**config.mk**
```make
export PLATFORM = sky130hd
export DESIGN_NAME = twalk_queue
export DESIGN_NICKNAME = d
export VERILOG_FILES = /design/src/rtl/twalk_pkg.sv /design/src/rtl/twalk_queue.sv
export SDC_FILE = /design/constraint.sdc
export NUM_CORES = 1
export LEC_CHECK = 0
export BUFFER_PORTS_ARGS = -buffer_cell sky130_fd_sc_hd__buf_2
export CAP_MARGIN = 20
export CORE_UTILIZATION = 55
export CTS_CLUSTER_DIAMETER = 120
export DETAILED_ROUTE_END_ITERATION = 6
export GPL_ROUTABILITY_DRIVEN = 1
export HOLD_SLACK_MARGIN = 0.02
export PLACE_DENSITY = 0.83
export SLEW_MARGIN = 0
export SYNTH_ARGS = -nofsm -noshare
export SYNTH_HDL_FRONTEND = slang
export SYNTH_SLANG_ARGS = --single-unit
```
**constraint.sdc**
```tcl
create_clock -name clk -period 8.33 [get_ports clk]
set_input_delay 0.4165 -clock clk [delete_from_list [all_inputs] [get_ports clk]]
set_output_delay 0.4165 -clock clk [all_outputs]
set_load 0.1 [all_outputs]
```
**src/rtl/twalk_pkg.sv**
```systemverilog
package twalk_pkg;

  // Input item fields
  localparam int REQ_TYPE_W   = 2;
  localparam int ENTRY_ROW_W  = 7;
  localparam int ENTRY_COL_W  = 8;
  localparam int ENTRY_TILE_W = 10;
  localparam int CAM_W        = 18;

  // Result item fields
  localparam int TILE_ROW_W     = 7;
  localparam int TILE_COL_W     = 8;
  localparam int WORLD_X_W      = 16;
  localparam int WORLD_Y_W      = 17;
  localparam int SHEET_LEFT_W   = 16;
  localparam int SHEET_TOP_W    = 18;
  localparam int SHEET_RIGHT_W  = 17;
  localparam int SHEET_BOTTOM_W = 19;

  // Configuration port
  localparam int CFG_INDEX_W = 3;
  localparam int CFG_DATA_W  = 9;

  localparam logic [CFG_INDEX_W-1:0] CFG_TILE_WIDTH         = 3'd0;
  localparam logic [CFG_INDEX_W-1:0] CFG_TILE_HEIGHT        = 3'd1;
  localparam logic [CFG_INDEX_W-1:0] CFG_MAP_ROW_COUNT      = 3'd2;
  localparam logic [CFG_INDEX_W-1:0] CFG_MAP_COLUMN_COUNT   = 3'd3;
  localparam logic [CFG_INDEX_W-1:0] CFG_SHEET_COLUMN_COUNT = 3'd4;

  // Request codes
  localparam logic [REQ_TYPE_W-1:0] REQ_WRITE  = 2'd0;
  localparam logic [REQ_TYPE_W-1:0] REQ_CAMERA = 2'd1;
  localparam logic [REQ_TYPE_W-1:0] REQ_FETCH  = 2'd2;

  // Internal widths
  localparam int SIZE_W    = 9;                 // tile sizes and sheet columns
  localparam int SIZE_MAX  = 256;
  localparam int ROW_W     = 8;                 // map rows in use
  localparam int COL_W     = 9;                 // map columns in use
  localparam int MH_W      = ROW_W + SIZE_W;    // map height in pixels
  localparam int COL_TW_W  = COL_W + SIZE_W;
  localparam int DIV_W     = 18;                // dividend magnitude
  localparam int QUO_W     = DIV_W + 1;         // signed quotient
  localparam int DIV_CNT_W = $clog2(DIV_W + 1);
  localparam int SL_W      = SIZE_W + SIZE_W;
  localparam int ST_W      = SIZE_W + DIV_W;

  localparam int QUEUE_DEPTH = 2;
  localparam int QPTR_W      = $clog2(QUEUE_DEPTH);
  localparam int QCNT_W      = $clog2(QUEUE_DEPTH + 1);

  localparam logic [SIZE_W-1:0] TILE_WIDTH_RESET   = 9'd16;
  localparam logic [SIZE_W-1:0] TILE_HEIGHT_RESET  = 9'd16;
  localparam logic [ROW_W-1:0]  MAP_ROWS_RESET     = 8'd128;
  localparam logic [COL_W-1:0]  MAP_COLUMNS_RESET  = 9'd256;
  localparam logic [SIZE_W-1:0] SHEET_COLUMN_RESET = 9'd16;

  typedef enum logic [1:0] {
    CMD_WRITE,
    CMD_CAMERA,
    CMD_FETCH
  } cmd_kind_t;

  typedef struct packed {
    cmd_kind_t                 kind;
    logic [ENTRY_ROW_W-1:0]    entry_row;
    logic [ENTRY_COL_W-1:0]    entry_column;
    logic [ENTRY_TILE_W-1:0]   entry_tile;
    logic signed [CAM_W-1:0]   cam_left;
    logic signed [CAM_W-1:0]   cam_right;
    logic signed [CAM_W-1:0]   cam_top;
    logic signed [CAM_W-1:0]   cam_bottom;
  } cmd_t;

  typedef struct packed {
    logic [SIZE_W-1:0] tile_width;
    logic [SIZE_W-1:0] tile_height;
    logic [ROW_W-1:0]  map_row_count;
    logic [COL_W-1:0]  map_column_count;
    logic [SIZE_W-1:0] sheet_column_count;
  } cfg_t;

  typedef struct packed {
    logic              start;
    logic              neg;
    logic [DIV_W-1:0]  mag;
    logic [SIZE_W-1:0] divisor;
  } div_req_t;

  typedef struct packed {
    logic                    done;
    logic signed [QUO_W-1:0] quotient;
    logic [SIZE_W-1:0]       remainder;
  } div_rsp_t;

  typedef enum logic [3:0] {
    BK_IDLE,
    BK_CAM_MUL,
    BK_CAM_SUB,
    BK_CAM_DIV,
    BK_CAM_WAIT,
    BK_CAM_FIN,
    BK_TILE_DIV,
    BK_TILE_WAIT,
    BK_TILE_MUL,
    BK_EMIT
  } back_state_t;

  // A size of zero acts as one, anything above 256 (SIZE_MAX) as 256.
  function automatic logic [SIZE_W-1:0] size_eff(input logic [SIZE_W-1:0] v);
    logic [SIZE_W-1:0] r;
    if (v == '0) begin
      r = SIZE_W'(1);
    end else if (int'(v) > SIZE_MAX) begin
      r = SIZE_W'(SIZE_MAX);
    end else begin
      r = v;
    end
    return r;
  endfunction

endpackage

```
**src/rtl/twalk_queue.sv**
```systemverilog
module twalk_queue (
  input  logic            clk,
  input  logic            rst,
  input  logic            push,
  input  twalk_pkg::cmd_t wr_cmd,
  input  logic            pop,
  output twalk_pkg::cmd_t head,
  output logic            full,
  output logic            not_empty
);
  import twalk_pkg::*;

  cmd_t               entries [QUEUE_DEPTH];
  logic [QPTR_W-1:0]  wr_ptr;
  logic [QPTR_W-1:0]  rd_ptr;
  logic [QCNT_W-1:0]  count;

  always_ff @(posedge clk) begin
    if (rst) begin
      wr_ptr <= '0;
      rd_ptr <= '0;
      count  <= '0;
    end else begin
      if (push) begin
        wr_ptr <= wr_ptr + 1'b1;
      end
      if (pop) begin
        rd_ptr <= rd_ptr + 1'b1;
      end
      count <= count + QCNT_W'(push) - QCNT_W'(pop);
    end
  end

  always_ff @(posedge clk) begin
    if (push) begin
      entries[wr_ptr] <= wr_cmd;
    end
  end

  assign head      = entries[rd_ptr];
  assign full      = (int'(count) == QUEUE_DEPTH);
  assign not_empty = (count != '0);

endmodule

```
==> run_results.csv <==
group,metric,value,unit
setup_path,worstSetupPathType,"flop to output pin",
clock_tree,cts_resized,0,
route,wl,12.6,mm
clock_tree,cts_tree,"built",
timing,slew_headroom,34.5,%
clock_tree,cts_root_buffer,"clkbuf_16",
power_and_ir_drop,pwr_density_cell,287,nW/um2
floorplan,core,12900,um2
power_and_ir_drop,leakagePower,3.48,nW
grt,gr-usage-met3,4.70,%
layout,area_growth,24.0,%
clock_tree,post_cts.repair.setup_buffers,0,
grt,grt.busiest_layer,"met2",
timing,finClkSkew,0.00864,ns
layout,layout_common_cells,"buf_2, edfxtp_1, mux2_2",
route,first_pass_iters,4,
logic_synthesis,ys_ff_latch,203,
floorplan,num_rows,41,
setup_path,start_kind,"flop",
setup_path,critical_path_peak_fanout,65,
layout,final_util,71.2,%
timing,rsz0062_at_grt,"false",
place,post-dp-hpwl,8.28,mm
grt,grtUsageMet2,30.8,%
worst_hold_path,hp-class,"input port to flop",
timing,fin_setup_tns,0,ns
run,cap_viol_max_count,0,
logic_synthesis,syn_avg_cell_area,22.5,um2
route,routedWlPerCell,17.3,um
grt,grt_pass1_vias,3934,
clock_tree,cts_buffer_depth,3,
run_status,status,"completed",
route,antenna_left,0,
clock_tree,cts.sinks,203,
floorplan,dieArea,13900,um2
grt,grt_pass1_wl,19.8,mm
clock_tree,hold_buffers,0,
floorplan,fp.dieW,118,um
timing,setup_viol,0,
route,via_count,3756,
logic_synthesis,ys_seq_area_share,81.8,%
layout,final_common_cell,"buf_2",
place,gp_congestion,0.733,
grt,grt_overflow_total,0,
floorplan,start_util,57.4,%
place,port_buffers,203,
timing,min_period_over_period,37.8,%
setup_path,critical_path_required,7.91,ns
power_and_ir_drop,peakVddDrop,0.256,mV
layout,nNetsFinal,651,
logic_synthesis,synth.cell_area,7390,um2
clock_tree,ctsHtreeMaxLevel,1,
timing,slew_viol_final,0,
timing,tightestPinTransition,0.980,ns
grt,track_usage,18.1,%
timing,period_minus_slack,3.15,ns
grt,antenna_found_initial,0,
grt,grt_max_degree,66,
clock_tree,worstSkewPairLatency,0.47,ns
floorplan,die_y,118,um
clock_tree,clk_pin_slew_worst_paths,0.06,ns
logic_synthesis,ys_types,14,
setup_path,critical_path.endpoint_type,"output pin",
layout,insertedDiodeCount,0,
route,drc,0,
logic_synthesis,yosysWarnings,0,
timing,fmax,0.318,GHz
logic_synthesis,synthCells,329,
grt,grt_use_met1,23.2,%
route,drt-initial-drc-count,187,
logic_synthesis,syn-num-nets,434,
timing,hold_viol_final,0,
floorplan,io_pins,204,
setup_path,reg2reg_depth,2,
layout,drive_gt1_share,59.9,%
route,vias_per_cell,5.15,
power_and_ir_drop,power.total,0.00263,W
setup_path,crit_arrival,2.73,ns
worst_hold_path,hold_depth,1,
clock_tree,cts_buffers,20,
per-stage QoR:
step	std cells	hold slack [ns]	setup WS, ns	cell area [um2]
floorplan	329	0.480	3.03	7390
global placement	696	0.496	5.68	8580
detailed placement	696	0.516	5.67	8580
CTS	730	0.116	5.15	9160
global route	730	0.112	5.06	9160
finish	730	0.131	5.18	9160
where the power goes:
part	internal [W]	total, W	switching [W]
combinational	0.000119	0.000624	0.000506
clock	0.000456	0.000789	0.000333
sequential	0.00119	0.00121	0.0000210
total	0.00177	0.00263	0.000859
final timing paths:
| check | start | end | slack (ns) |
|---|---|---|---|
| max | flop | head[96] | 5.18 |
| min | wr_cmd[12] | entries[0][12] | 0.13 |
| max reg2reg | wr_ptr | entries[0][98] | 5.96 |
| min reg2reg | rd_ptr | flop | 0.55 |
flip-flops by register name (all words and copies together), names as in the netlist, named ones only:
| name | cells |
|---|---|
| rd_ptr | 1 |
| count | 2 |
| wr_ptr | 1 |
| entries | 198 |
area by class of cell:
type	instances	area, um2
multi-input combinational	113	1270
sequential	203	6050
inverter	2	7.51
clock inverter	9	38.8
clock buffer	25	541
fill	814	3710
timing repair buffer	206	1040
tap	172	215
synth_stat cells (all sizes together):
cell type / n / area share [%]
and2: 1 / 0.085
buf: 11 / 1.0
dfxtp: 5 / 1.4
edfxtp: 198 / 80
ha: 2 / 0.34
inv: 2 / 0.10
mux2: 99 / 16
nor2: 4 / 0.20
nor2b: 3 / 0.25
or2: 1 / 0.085
xnor2: 2 / 0.24
xnor3: 1 / 0.30
per-layer routing:
metal	vias to the layer above	share of wire, %
met5	-	0
met4	0	1.8
met3	21	7.3
met2	163	50
met1	1826	41
li1	1746	-
critical path, stage by stage (launching register included):
cell,delay [ns]
dfxtp_4,0.64
buf_4,0.75
mux2_2,0.33
buf_2,0.43
logic make-up after synthesis:
family	after synthesis	synth area share, %
xor gates and xnor gates	3	0.542
adders and majority gates	2	0.339
buffers and inverters	13	1.10
DFF	203	81.8
muxes	99	15.6
and+or+nand+nor	9	0.626
Note: power is estimated with default switching activity, not from simulation.
