[src/rtl/twalk_pkg.sv]
package twalk_pkg;

  // Input item fields
  localparam int REQ_TYPE_W   = 2;
  localparam int ENTRY_ROW_W  = 7;
  localparam int ENTRY_COL_W  = 8;
  localparam int ENTRY_TILE_W = 10;
  localparam int CAM_W        = 18;

  // Result item fields
  localparam int TILE_ROW_W     = 7;
  localparam int TILE_COL_W     = 8;
  localparam int WORLD_X_W      = 16;
  localparam int WORLD_Y_W      = 17;
  localparam int SHEET_LEFT_W   = 16;
  localparam int SHEET_TOP_W    = 18;
  localparam int SHEET_RIGHT_W  = 17;
  localparam int SHEET_BOTTOM_W = 19;

  // Configuration port
  localparam int CFG_INDEX_W = 3;
  localparam int CFG_DATA_W  = 9;

  localparam logic [CFG_INDEX_W-1:0] CFG_TILE_WIDTH         = 3'd0;
  localparam logic [CFG_INDEX_W-1:0] CFG_TILE_HEIGHT        = 3'd1;
  localparam logic [CFG_INDEX_W-1:0] CFG_MAP_ROW_COUNT      = 3'd2;
  localparam logic [CFG_INDEX_W-1:0] CFG_MAP_COLUMN_COUNT   = 3'd3;
  localparam logic [CFG_INDEX_W-1:0] CFG_SHEET_COLUMN_COUNT = 3'd4;

  // Request codes
  localparam logic [REQ_TYPE_W-1:0] REQ_WRITE  = 2'd0;
  localparam logic [REQ_TYPE_W-1:0] REQ_CAMERA = 2'd1;
  localparam logic [REQ_TYPE_W-1:0] REQ_FETCH  = 2'd2;

  // Internal widths
  localparam int SIZE_W    = 9;                 // tile sizes and sheet columns
  localparam int SIZE_MAX  = 256;
  localparam int ROW_W     = 8;                 // map rows in use
  localparam int COL_W     = 9;                 // map columns in use
  localparam int MH_W      = ROW_W + SIZE_W;    // map height in pixels
  localparam int COL_TW_W  = COL_W + SIZE_W;
  localparam int DIV_W     = 18;                // dividend magnitude
  localparam int QUO_W     = DIV_W + 1;         // signed quotient
  localparam int DIV_CNT_W = $clog2(DIV_W + 1);
  localparam int SL_W      = SIZE_W + SIZE_W;
  localparam int ST_W      = SIZE_W + DIV_W;

  localparam int QUEUE_DEPTH = 2;
  localparam int QPTR_W      = $clog2(QUEUE_DEPTH);
  localparam int QCNT_W      = $clog2(QUEUE_DEPTH + 1);

  localparam logic [SIZE_W-1:0] TILE_WIDTH_RESET   = 9'd16;
  localparam logic [SIZE_W-1:0] TILE_HEIGHT_RESET  = 9'd16;
  localparam logic [ROW_W-1:0]  MAP_ROWS_RESET     = 8'd128;
  localparam logic [COL_W-1:0]  MAP_COLUMNS_RESET  = 9'd256;
  localparam logic [SIZE_W-1:0] SHEET_COLUMN_RESET = 9'd16;

  typedef enum logic [1:0] {
    CMD_WRITE,
    CMD_CAMERA,
    CMD_FETCH
  } cmd_kind_t;

  typedef struct packed {
    cmd_kind_t                 kind;
    logic [ENTRY_ROW_W-1:0]    entry_row;
    logic [ENTRY_COL_W-1:0]    entry_column;
    logic [ENTRY_TILE_W-1:0]   entry_tile;
    logic signed [CAM_W-1:0]   cam_left;
    logic signed [CAM_W-1:0]   cam_right;
    logic signed [CAM_W-1:0]   cam_top;
    logic signed [CAM_W-1:0]   cam_bottom;
  } cmd_t;

  typedef struct packed {
    logic [SIZE_W-1:0] tile_width;
    logic [SIZE_W-1:0] tile_height;
    logic [ROW_W-1:0]  map_row_count;
    logic [COL_W-1:0]  map_column_count;
    logic [SIZE_W-1:0] sheet_column_count;
  } cfg_t;

  typedef struct packed {
    logic              start;
    logic              neg;
    logic [DIV_W-1:0]  mag;
    logic [SIZE_W-1:0] divisor;
  } div_req_t;

  typedef struct packed {
    logic                    done;
    logic signed [QUO_W-1:0] quotient;
    logic [SIZE_W-1:0]       remainder;
  } div_rsp_t;

  typedef enum logic [3:0] {
    BK_IDLE,
    BK_CAM_MUL,
    BK_CAM_SUB,
    BK_CAM_DIV,
    BK_CAM_WAIT,
    BK_CAM_FIN,
    BK_TILE_DIV,
    BK_TILE_WAIT,
    BK_TILE_MUL,
    BK_EMIT
  } back_state_t;

  // A size of zero acts as one, anything above 256 (SIZE_MAX) as 256.
  function automatic logic [SIZE_W-1:0] size_eff(input logic [SIZE_W-1:0] v);
    logic [SIZE_W-1:0] r;
    if (v == '0) begin
      r = SIZE_W'(1);
    end else if (int'(v) > SIZE_MAX) begin
      r = SIZE_W'(SIZE_MAX);
    end else begin
      r = v;
    end
    return r;
  endfunction

endpackage

[src/rtl/twalk_div.sv]
module twalk_div (
  input  logic                clk,
  input  logic                rst,
  input  twalk_pkg::div_req_t req,
  output twalk_pkg::div_rsp_t rsp
);
  import twalk_pkg::*;

  logic                 busy;
  logic                 done;
  logic [DIV_CNT_W-1:0] cnt;
  logic [DIV_W-1:0]     quo;
  logic [SIZE_W-1:0]    rem;
  logic [SIZE_W-1:0]    dsr;
  logic                 neg;
  logic [SIZE_W:0]      trial;
  logic [SIZE_W:0]      diff;
  logic                 ge;
  logic [SIZE_W-1:0]    rem_next;

  // Restoring division, one quotient bit per cycle, most significant first.
  always_comb begin
    trial    = {rem, quo[DIV_W-1]};
    diff     = trial - {1'b0, dsr};
    ge       = (trial >= {1'b0, dsr});
    rem_next = ge ? diff[SIZE_W-1:0] : trial[SIZE_W-1:0];
  end

  always_ff @(posedge clk) begin
    if (rst) begin
      busy <= 1'b0;
      done <= 1'b0;
      cnt  <= '0;
    end else begin
      done <= 1'b0;
      if (req.start) begin
        busy <= 1'b1;
        cnt  <= DIV_CNT_W'(DIV_W);
      end else if (busy) begin
        cnt <= cnt - 1'b1;
        if (cnt == DIV_CNT_W'(1)) begin
          busy <= 1'b0;
          done <= 1'b1;
        end
      end
    end
  end

  always_ff @(posedge clk) begin
    if (req.start) begin
      quo <= req.mag;
      rem <= '0;
      dsr <= req.divisor;
      neg <= req.neg;
    end else if (busy) begin
      quo <= {quo[DIV_W-2:0], ge};
      rem <= rem_next;
    end
  end

  assign rsp.done      = done;
  assign rsp.quotient  = neg ? -$signed({1'b0, quo}) : $signed({1'b0, quo});
  assign rsp.remainder = rem;

endmodule

[config.mk]
export PLATFORM = sky130hd
export DESIGN_NAME = twalk_div
export DESIGN_NICKNAME = d
export VERILOG_FILES = /design/src/rtl/twalk_pkg.sv /design/src/rtl/twalk_div.sv
export SDC_FILE = /design/constraint.sdc
export NUM_CORES = 1
export LEC_CHECK = 0
export ABC_CLOCK_PERIOD_IN_PS = 2800
export BUFFER_PORTS_ARGS = -buffer_cell sky130_fd_sc_hd__buf_2
export CORE_UTILIZATION = 54
export CTS_BUF_LIST = sky130_fd_sc_hd__clkbuf_16
export DETAILED_ROUTE_END_ITERATION = 8
export PLACE_DENSITY_LB_ADDON = 0.25
export SLEW_MARGIN = 20
export SYNTH_ARGS = -nofsm -noshare
export SYNTH_HDL_FRONTEND = slang
export SYNTH_SLANG_ARGS = --single-unit
[constraint.sdc]
create_clock -name clk -period 2.8 [get_ports clk]
set_clock_uncertainty 0.15 [all_clocks]
set_input_delay 0 -clock clk [delete_from_list [all_inputs] [get_ports clk]]
set_output_delay 0 -clock clk [all_outputs]
set_load 0.005 [all_outputs]
==> results_dict.tcl <==
set metrics [dict create \
    maxCapViolations 0 \
    synth-seq-cells 44 \
    cp-end-kind "flop" \
    dr.pass1.iters 4 \
    fin_crit_ps 2610 \
    insertedDiodeCount 0 \
    hold_class "primary input to flop" \
    die_w_um 72.1 \
    slew_headroom 0.617 \
    yosys.area.top_type "edfxtp_1" \
    synth.avg_cell_area_um2 10.3 \
    layout-drive-gt1-share 0.278 \
    cts.sinks 44 \
    cp.required_ps 2840 \
    ir_drop_mv 0.304 \
    cts_tree "done" \
    power_density_nw_per_um2 564 \
    syn_area_um2 2660 \
    power.internal_mw 1.43 \
    synth_warnings 0 \
    swShare 0.271 \
    cts_setup_buffers 0 \
    p_leak_nw 1.46 \
    drt_iter0_markers 131 \
    initial_core_util 0.562 \
    area.growth.synth_to_final_pct 31.1 \
    io_buffers 59 \
    rsz0062_at_grt "no" \
    post-route-period-util 0.933 \
    async_flop_share 0 \
    setup_violations 0 \
    via_per_inst 5.41 \
    cts_inserted_buffers 5 \
    synthFlopType "edfxtp_1" \
    cp_max_fo 7 \
    overflow 0 \
    clk-insertion-delay-late_ps 280 \
    gr-usage-all-layers 0.240 \
    cts_max_path_buffers 2 \
    max_slew.worst_pin.slew_ps 574 \
    clockPowerShare 0.335 \
    finalHoldViolCount 0 \
    final_antenna_net_count 0 \
    place_congestion 0.828 \
    slew_viol_final 0 \
    arrival_ps 2650 \
    power_frac_seq 0.420 \
    die_y_um 72.1 \
    stdcell_count 412 \
    switchingPower_uw 532 \
    post-route-util 0.737 \
    synth-edff-count 28 \
    synth_cells 257 \
    synth_nets 301 \
    synth.distinct_cells 52 \
    drc_errors 0 \
    fin_nets 388 \
    path_class "flop to flop" \
    cts_root_buf "clkbuf_16" \
    die_area_um2 5200 \
    synth.area.top_cells "edfxtp_1, dfxtp_1, mux2_2" \
    fmax_mhz 383 \
    yosysTopAreaCellShare 0.317 \
    drt-total-wl_um 5810 \
    clk_pin_slew_ps 60 \
    core_um2 4720 \
    final_common_cell "buf_2" \
    rows 25 \
    htreeDepth 2 \
    dpl.cell_count 375 \
    grt_max_degree 28 \
    place_hpwl_um 4040 \
    comb_power_share 0.245 \
    synth_seq_area_share 0.437 \
    grt_pass1_wl_um 9760 \
    startpoint_type "flop" \
    grt_pass1_vias 2181 \
    antenna_found_initial 0 \
    ios 60 \
    final_cell_mix "buf_2, dlygate4sd3_1, edfxtp_1, xnor2_1, nor2_1" \
    wl_per_cell_um 14.1 \
    num_vias 2230 \
    setup_tns_ps 0 \
    outcome "finished, final reports clean" \
]
repair_timing:
action                     4_1_cts  5_1_grt
setup endpoints to repair        0        1
gates resized for setup          0        1
hold endpoints to repair        35        0
hold buffers                    29        0
through the flow:
stage	power [mW]	hold WS, ps	cell area, µm²	setup slack, ps
6_report	1.96	103	3480	188
2_1_floorplan	1.13	-77.6	2660	270
3_5_place_dp	1.28	28.1	3020	239
3_3_place_gp	1.27	26.5	3020	316
4_1_cts	1.97	115	3480	196
5_1_grt	2.07	125	3480	18.0
area by class of cell:
cell class | instances | area, µm²
tap | 67 | 83.8
clock inverter | 3 | 42.5
multi-input combinational | 183 | 1380
fill | 329 | 1240
inverter | 16 | 60.1
timing repair buffer | 94 | 631
sequential | 44 | 1160
clock buffer | 5 | 125
registers in the layout (all words and copies together) (netlist names):
register	flops
busy	1
cnt	5
done	1
dsr	9
neg	1
quo	18
rem	9
power groups by stage:
stage / logic [mW] / registers, mW / clock network [mW]
final: 0.482 / 0.825 / 0.657
after global routing: 0.536 / 0.835 / 0.699
after detailed placement: 0.447 / 0.837 / 0
after floorplan: 0.313 / 0.816 / 0
after global placement: 0.435 / 0.834 / 0
after CTS: 0.482 / 0.824 / 0.669
critical path: stages, from the launching register on:
cell and delay (ps):
edfxtp_1 450, inv_1 90, ha_1 200, inv_1 70
fa_1 410, a21o_1 210, a32o_1 200, nand3b_1 190
buf_4 190, nand3_1 70, a311oi_1 280
worst paths after layout:
kind / depth (start not counted) / startpoint / slack [ps] / endpoint
max: 10 / quo[17] / 190 / rem[6]
min reg2reg: 2 / rem[4] / 380 / rem[5]
max reg2reg: 10 / quo[17] / 190 / rem[6]
min: 1 / req[28] / 100 / dsr[3]
Yosys cell counts (7+ instances only):
| master | n |
|---|---|
| edfxtp_1 | 28 |
| xnor2_1 | 19 |
| nor2_1 | 17 |
| dfxtp_1 | 16 |
| inv_1 | 16 |
| mux2_2 | 15 |
| nand2_1 | 15 |
| ha_1 | 12 |
| o21ai_0 | 11 |
| clkbuf_1 | 10 |
| a21o_1 | 9 |
| nand3_1 | 7 |
routing by layer:
metal / track usage / wire, µm / vias to the layer above
li1: - / - / 1109
met1: 0.281 / 2470 / 1058
met2: 0.449 / 3100 / 59
met3: 0.0444 / 195 / 4
met4: 0.0632 / 46 / 0
met5: 0 / 0 / -
kinds of logic after synthesis:
kind of cell             after synthesis  share of synthesized area
AO/OA/AOI/OAI                         55                      0.153
adder cells (fa/ha/maj)               13                     0.0641
flip-flops                            44                      0.437
buffers and inverters                 30                     0.0452
multiplexers                          16                     0.0674
XOR/XNOR                              25                     0.0824
AND/OR/NAND/NOR                       74                      0.151
No activity file was read; power rests on OpenSTA's default activity.
